### src/rtl/wis_pkg.sv
// ----------------------------------------------------------------------------
// wis_pkg
// Types, operation codes and helpers shared by the weighted interval
// scheduling controller, datapath and top level.
// ----------------------------------------------------------------------------
package wis_pkg;

    localparam int TIME_W  = 20;
    localparam int KEY_W   = 21;
    localparam int WORTH_W = 30;
    localparam logic [WORTH_W-1:0] WORTH_MAX = {WORTH_W{1'b1}};

    // One stored event: a check when start equals end, an order otherwise.
    typedef struct packed {
        logic [KEY_W-1:0]   ev_start;
        logic [KEY_W-1:0]   ev_end;
        logic [WORTH_W-1:0] ev_worth;
    } event_t;

    // Operations the controller asks of the datapath.
    typedef enum logic [3:0] {
        OP_NONE,
        OP_ACCEPT,
        OP_INS_RD,
        OP_INS_CMP,
        OP_SW_INIT,
        OP_SW_RD,
        OP_SW_CMP,
        OP_BS_RD,
        OP_BS_CMP,
        OP_FINISH
    } op_t;

    // Status the datapath reports back to the controller.
    typedef struct packed {
        logic fits;
        logic last_flag;
        logic j_zero;
        logic key_gt;
        logic sel_done;
        logic i_end;
        logic check_ev;
        logic bs_empty;
        logic bs_eq;
    } status_t;

    // True when key (s1, e1) orders after key (s2, e2).
    function automatic logic key_after(input logic [KEY_W-1:0] s1,
                                       input logic [KEY_W-1:0] e1,
                                       input logic [KEY_W-1:0] s2,
                                       input logic [KEY_W-1:0] e2);
        return (s1 > s2) || ((s1 == s2) && (e1 > e2));
    endfunction

endpackage

### src/rtl/wis_ctrl.sv
// ----------------------------------------------------------------------------
// wis_ctrl
// Sequencer for loading, insertion into sorted order and the sweep with its
// binary searches.
// ----------------------------------------------------------------------------
module wis_ctrl
    import wis_pkg::*;
(
    input  logic    clk,
    input  logic    rst_n,
    input  logic    start,
    input  logic    last,
    input  status_t status,
    output op_t     op,
    output logic    busy
);

    typedef enum logic [3:0] {
        ST_IDLE,
        ST_INS_RD,
        ST_INS_CMP,
        ST_SW_INIT,
        ST_SW_RD,
        ST_SW_CMP,
        ST_BS_RD,
        ST_BS_CMP,
        ST_FINISH
    } state_t;

    state_t state_reg, state_next;

    // State register.
    always_ff @(posedge clk or negedge rst_n)
    begin
        if (!rst_n)
        begin
            state_reg <= ST_IDLE;
        end
        else
        begin
            state_reg <= state_next;
        end
    end

    assign busy = (state_reg != ST_IDLE);

    // Next state and the operation issued in the current state.
    always_comb
    begin
        state_next = state_reg;
        op         = OP_NONE;
        case (state_reg)
            ST_IDLE:
            begin
                if (start)
                begin
                    op = OP_ACCEPT;
                    if (status.fits)
                    begin
                        state_next = ST_INS_RD;
                    end
                    else if (last)
                    begin
                        state_next = ST_SW_INIT;
                    end
                end
            end
            ST_INS_RD:
            begin
                op = OP_INS_RD;
                if (!status.j_zero)
                begin
                    state_next = ST_INS_CMP;
                end
                else if (status.sel_done)
                begin
                    state_next = status.last_flag ? ST_SW_INIT : ST_IDLE;
                end
            end
            ST_INS_CMP:
            begin
                op = OP_INS_CMP;
                if (status.key_gt || !status.sel_done)
                begin
                    state_next = ST_INS_RD;
                end
                else
                begin
                    state_next = status.last_flag ? ST_SW_INIT : ST_IDLE;
                end
            end
            ST_SW_INIT:
            begin
                op         = OP_SW_INIT;
                state_next = ST_SW_RD;
            end
            ST_SW_RD:
            begin
                op         = OP_SW_RD;
                state_next = status.i_end ? ST_FINISH : ST_SW_CMP;
            end
            ST_SW_CMP:
            begin
                op         = OP_SW_CMP;
                state_next = status.check_ev ? ST_SW_RD : ST_BS_RD;
            end
            ST_BS_RD:
            begin
                op         = OP_BS_RD;
                state_next = status.bs_empty ? ST_SW_RD : ST_BS_CMP;
            end
            ST_BS_CMP:
            begin
                op         = OP_BS_CMP;
                state_next = status.bs_eq ? ST_SW_RD : ST_BS_RD;
            end
            ST_FINISH:
            begin
                op         = OP_FINISH;
                state_next = ST_IDLE;
            end
            default:
            begin
                state_next = ST_IDLE;
            end
        endcase
    end

endmodule

### config.mk
export PLATFORM = sky130hd
export DESIGN_NAME = wis_ctrl
export DESIGN_NICKNAME = d
export VERILOG_FILES = /design/src/rtl/wis_pkg.sv /design/src/rtl/wis_ctrl.sv
export SDC_FILE = /design/constraint.sdc
export NUM_CORES = 1
export LEC_CHECK = 0
export BUFFER_PORTS_ARGS = -buffer_cell sky130_fd_sc_hd__buf_2
export CAP_MARGIN = 20
export CORE_AREA = 2 2 39 41
export CTS_CLUSTER_DIAMETER = 200
export DETAILED_ROUTE_END_ITERATION = 12
export DIE_AREA = 0 0 41 43
export PLACE_DENSITY = 0.67
export SLEW_MARGIN = 20
export SYNTH_ARGS = -nofsm -noshare
export SYNTH_HDL_FRONTEND = slang
export SYNTH_SLANG_ARGS = --single-unit
### constraint.sdc
create_clock -name clk -period 1.8 [get_ports clk]
set_input_delay 0.27 -clock clk [delete_from_list [all_inputs] [get_ports clk]]
set_output_delay 0.27 -clock clk [all_outputs]
set_load 0.01 [all_outputs]
==> results_dict.tcl, run 1 <==
set metrics [dict create \
    status "finished clean" \
    timing.rr.start "state_reg[1]" \
    track_usage_pct 13.1 \
    layout.cells.most_common "buf_2" \
    cts.sinks 4 \
    post_drt_wl_per_cell_um 11.7 \
    start_util_pct 31.3 \
    internal-power_mw 0.448 \
    leakagePower_nw 0.268 \
    grt_pass1_vias 380 \
    synth-seq-cells 4 \
    maxSlewHeadroom_pct 69.4 \
    clock_path_buffers 2 \
    largest_reg_flops 4 \
    setup_viol 0 \
    drcViolationCount 0 \
    ant_nets 0 \
    ir_worst_vdd_v 0.000613 \
    wl_mm 1.01 \
    rsz0062_at_grt "false" \
    die_w_um 41 \
    yosys.area.top_type "dfrtp_1" \
    first_pass_iters 4 \
    cp_cell_sequence "and2b_1 > a32o_1 > buf_2" \
    grt_max_degree 15 \
    tns_ns 0 \
    die_h_um 43 \
    r2r-end "state_reg[0]" \
    post-route-period-util_pct 95.5 \
    hold_depth 2 \
    critPathMaxStageDelay_ns 0.53 \
    synth_area_per_cell_um2 8.33 \
    p_per_area_nw_per_um2 1530 \
    insertion_delay_ns 0.23 \
    maxSlewViolCount 0 \
    route.vias.total 441 \
    cts_setup_buffers 0 \
    critPathMaxFanout 10 \
    ys_seq_area_share_pct 23.1 \
    synth_top_area_share_pct 23.1 \
    drtIter0Drc 6 \
    overflow 0 \
    setup_ws_ns 0.0806 \
    r2r_slack_ns 0.37 \
    reg2reg_depth 4 \
    via_per_inst 5.13 \
    required_ns 1.53 \
    max_freq_mhz 582 \
    fin_nets 85 \
    drive_above_1_share_pct 35.7 \
    netlist_area_um2 433 \
    pre_cts_slack_ns 0.326 \
    hpwl_um 766 \
    path_clk_slew_ns 0.04 \
    antenna_found_initial 0 \
    cp.arrival_ns 1.45 \
    htreeDepth 1 \
    hold_violations 0 \
    syn_nets 65 \
    cp-end-kind "primary output" \
    std_cell_rows 14 \
    io_buffers 17 \
    core_area_um2 1380 \
    finalClockSkew_ns 0.00190 \
    ys_top_cells_by_area "dfrtp_1 23%, nand2b_1 5.8%, buf_6 5.2%, a21oi_1 4.6%, nand3_1 4.6%" \
    drv_cap 0 \
    crit_type "flop to primary output" \
    n_antenna_cell 0 \
    pwr-share-clk_pct 13.3 \
    p_seq_share_pct 28.7 \
    tightest_slew_ns 0.458 \
    die_area_um2 1760 \
    startpoint "state_reg[2]" \
    area_growth_pct 25.4 \
    crit_end "op[3]" \
    root_buffer "clkbuf_4" \
    syn_inst 52 \
    hold_path.class "input port to flop" \
    startpoint_type "flop" \
    gp_congestion 0.790 \
    yosysUniqueCellTypes 29 \
    cts_tree "built" \
    switchingPower_mw 0.383 \
    cp_slowest_cell "dfrtp_1" \
    ios 18 \
    totalPowerFinal_mw 0.831 \
    yosys_warnings 0 \
    power.share.switching_pct 46.1 \
    grt_pass1_wl_mm 1.57 \
    cts-buffers-inserted 3 \
    fin_crit_ns 1.72 \
    p_comb_share_pct 58.1 \
]
## per-stage QoR
step	cell area [um^2]	hold slack [ns]	instances	utilization, %
floorplan	433	-0.0256	52	-
global placement	510	0.0770	82	36.9
detailed placement	510	0.0777	82	36.9
CTS	543	0.301	86	39.2
global route	543	0.307	86	39.2
finish	543	0.310	86	39.2
## metal layers
| layer | vias up | GRT usage, % | part of all wire, % |
|---|---|---|---|
| li1 | 229 | - | - |
| met1 | 196 | 18.0 | 46 |
| met2 | 14 | 18.4 | 48 |
| met3 | 2 | 3.14 | 5.8 |
| met4 | 0 | 6.00 | 0.80 |
| met5 | - | 0 | 0 |
## power by group through the flow
| stage | clock network [mW] | logic (mW) | registers (mW) |
|---|---|---|---|
| final | 0.110 | 0.483 | 0.238 |
| after detailed placement | 0 | 0.484 | 0.239 |
| after global routing | 0.121 | 0.552 | 0.253 |
| after CTS | 0.116 | 0.488 | 0.238 |
| after floorplan | 0 | 0.479 | 0.146 |
| after global placement | 0 | 0.481 | 0.233 |
## kinds of logic (layout without fill, tap and decap cells)
kind of cell	count (synthesis)	in the layout	synth area share [%]
buffers and inverters	5	23	8.96
XOR/XNOR	1	1	2.02
flip-flops	4	4	23.1
multiplexers	1	1	2.31
AO/OA/AOI/OAI	9	9	14.7
AND/OR/NAND/NOR	32	32	48.8
## timing repair
| action | 4_1_cts | 5_1_grt |
|---|---|---|
| hold buffers | 1 | 0 |
| gates resized for setup | 0 | 0 |
| endpoints found under the setup margin | 0 | 0 |
| hold endpoints to repair | 4 | 0 |
## layout make-up
class | instances | area, um^2
Fill cell | 159 | 841
Multi-Input combinational cell | 43 | 294
Timing Repair Buffer | 19 | 103
Sequential cell | 4 | 100
Clock buffer | 3 | 22.5
Tap cell | 16 | 20.0
Inverter | 1 | 3.75
## critical path, delay by kind of cell (launching register included)
family                 cells  cell delay (ns)
and+or+nand+nor            1             0.29
DFF                        1             0.53
AOI/OAI and AO/OA          1             0.26
buffers and inverters      1             0.13
## Yosys cell counts
library cell / count
a21oi_1: 4
dfrtp_1: 4
nand2b_1: 4
nand3_1: 4
nor3_1: 4
nand2_1: 3
nor2_1: 3
buf_6: 2
nand3b_1: 2
nor2b_1: 2
nor4_1: 2
a21boi_0: 1
a31o_1: 1
a32o_1: 1
and2b_1: 1
and3_1: 1
and4b_1: 1
and4bb_2: 1
buf_2: 1
buf_4: 1
inv_1: 1
mux2i_1: 1
nand3b_2: 1
nor2_8: 1
nor3_2: 1
o211a_1: 1
o211ai_1: 1
or2_1: 1
xor2_1: 1
## how the worst min path moves through the flow
| stage | slack [ns] | endpoint | startpoint |
|---|---|---|---|
| detailed placement | 0.08 | state_reg[2] | rst_n |
| floorplan | -0.03 | state_reg[0] | rst_n |
| finish | 0.31 | state_reg[3] | status[3] |
| CTS | 0.30 | state_reg[3] | status[3] |
| global route | 0.31 | state_reg[3] | status[3] |
| global placement | 0.08 | state_reg[2] | rst_n |
No activity file was read; power rests on OpenSTA's default activity.
==> run 2, diff against run 1 <==
--- a/config.mk
+++ b/config.mk
@@ -12,6 +12,7 @@
 export DETAILED_ROUTE_END_ITERATION = 12
 export DIE_AREA = 0 0 41 43
 export PLACE_DENSITY = 0.67
+export SETUP_SLACK_MARGIN = 0.1
 export SLEW_MARGIN = 20
 export SYNTH_ARGS = -nofsm -noshare
 export SYNTH_HDL_FRONTEND = slang
==> run 2 against run 1 <==
Net effect: critical path depth unchanged; hold slack hardly changed; final area up 0.23%; largest power group unchanged.
==> results_dict.tcl, run 2 (same netlist as run 1, synthesis figures left out) <==
set metrics [dict create \
    instances_no_fill 86 \
    area_growth_pct 25.7 \
    n_antenna_cell 0 \
    via_per_inst 5.13 \
    crit_family "flip-flops" \
    critPathMaxFanout 10 \
    required_ns 1.53 \
    io_buffers 17 \
    power.share.switching_pct 45.9 \
    layout.cells.most_common "buf_2" \
    gp_congestion 0.790 \
    insertion_delay_ns 0.23 \
    drtIter0Drc 6 \
    rsz0062_at_grt "false" \
    drv_cap 0 \
    finalCoreUtilization_pct 39.3 \
    die_h_um 43 \
    finalClockSkew_ns 0.00190 \
    p_seq_share_pct 28.9 \
    critical_path_cell_count 3 \
    maxSlewViolCount 0 \
    cts-buffers-inserted 3 \
    fin_crit_ns 1.63 \
    most-common-layout-cells "17 x buf_2, 4 x nor3_1, 4 x nand2b_1, 4 x a21oi_1, 4 x nand3_1" \
    cts_tree "built" \
    timing.rr.start "state_reg[1]" \
    max_freq_mhz 612 \
    grt_max_degree 15 \
    first_pass_iters 4 \
    wl_mm 1.01 \
    overflow 0 \
    fin_nets 85 \
    grt_pass1_vias 380 \
    internal-power_mw 0.451 \
    path_clk_slew_ns 0.04 \
    reg2reg_depth 4 \
    leakagePower_nw 0.267 \
    ir_worst_vdd_v 0.000614 \
    cts.sinks 4 \
    cp.arrival_ns 1.36 \
    drive_above_1_share_pct 37.1 \
    setup_viol 0 \
    die_area_um2 1760 \
    critPathMaxStageDelay_ns 0.49 \
    track_usage_pct 13.1 \
    pwr-share-clk_pct 13.2 \
    cp.buffers_inverters 1 \
    ios 18 \
    cp_slowest_cell "dfrtp_2" \
    cp-end-kind "primary output" \
    hold_path.class "input port to flop" \
    hold_violations 0 \
    startpoint_type "flop" \
    switchingPower_mw 0.383 \
    hpwl_um 766 \
    route.vias.total 441 \
    startpoint "state_reg[2]" \
    crit_type "flop to primary output" \
    maxSlewHeadroom_pct 72.3 \
    fillers 158 \
    htreeDepth 1 \
    r2r-end "state_reg[0]" \
    ant_nets 0 \
    status "finished clean" \
    clock_path_buffers 2 \
    antenna_found_initial 0 \
    die_w_um 41 \
    cp_cell_sequence "and2b_1 > a32o_1 > buf_2" \
    r2r_slack_ns 0.37 \
    tns_ns 0 \
    tightest_slew_ns 0.415 \
    start_util_pct 31.3 \
    post_drt_wl_per_cell_um 11.7 \
    largest_reg_flops 4 \
    crit_end "op[3]" \
    p_per_area_nw_per_um2 1530 \
    core_area_um2 1380 \
    hold_path.startpoint "status[3]" \
    root_buffer "clkbuf_4" \
    dpl.cell_count 82 \
    std_cell_rows 14 \
    grt_pass1_wl_mm 1.57 \
    drcViolationCount 0 \
    p_comb_share_pct 57.9 \
    post-route-period-util_pct 90.7 \
]
## run 2: cell counts in the layout (fill, tap and decap cells not counted)
No cell type changed its count.
## run 2: timing repair
| action | 4_1_cts | 5_1_grt |
|---|---|---|
| resized for setup | 1 | 0 |
| endpoints found under the setup margin | 1 | 0 |
| hold endpoints to repair | 4 | 0 |
| hold buffers | 1 | 0 |
| buffers inserted | 0 | 0 |
## run 2: area by class of cell
| type | instances | area [um^2] | share of cell area, % |
|---|---|---|---|
| inverters | 1 | 3.75 | 0.690 |
| clock buffers | 3 | 22.5 | 4.14 |
| multi-input cells | 43 | 294 | 54.0 |
| well taps | 16 | 20.0 | 3.68 |
| repair buffers | 19 | 103 | 18.9 |
| flip-flops and latches | 4 | 101 | 18.6 |
## run 2: metal layers
metal,vias to the layer above,GRT usage [%],part of all wire (%)
met3,2,3.14,5.8
met5,-,0,0
met1,196,18.0,46
met4,0,6.00,0.80
li1,229,-,-
met2,14,18.4,48
## run 2: worst min path at each step
stage                    to  slack [ns]  depth (start not counted)
6_report       state_reg[3]        0.31                          2
5_1_grt        state_reg[3]        0.31                          2
4_1_cts        state_reg[3]        0.30                          2
3_5_place_dp   state_reg[2]        0.08                          1
3_3_place_gp   state_reg[2]        0.08                          1
2_1_floorplan  state_reg[0]       -0.03                          0
## run 2: power groups by stage
stage                     combinational [mW]  sequential (mW)  clock [mW]
after detailed placement               0.484            0.239           0
after global routing                   0.551            0.256       0.121
after floorplan                        0.479            0.146           0
final                                  0.483            0.241       0.110
after CTS                              0.488            0.241       0.116
after global placement                 0.481            0.233           0
## run 2: metrics by stage
step                      total power, mW  worst slack, ns  hold slack [ns]  cell area [um^2]
final                               0.834            0.167            0.310               544
after CTS                           0.845            0.158            0.301               544
after floorplan                     0.625            0.535          -0.0256               433
after global placement              0.714            0.340           0.0770               510
after global routing                0.929            0.105            0.307               544
after detailed placement            0.723            0.326           0.0777               510
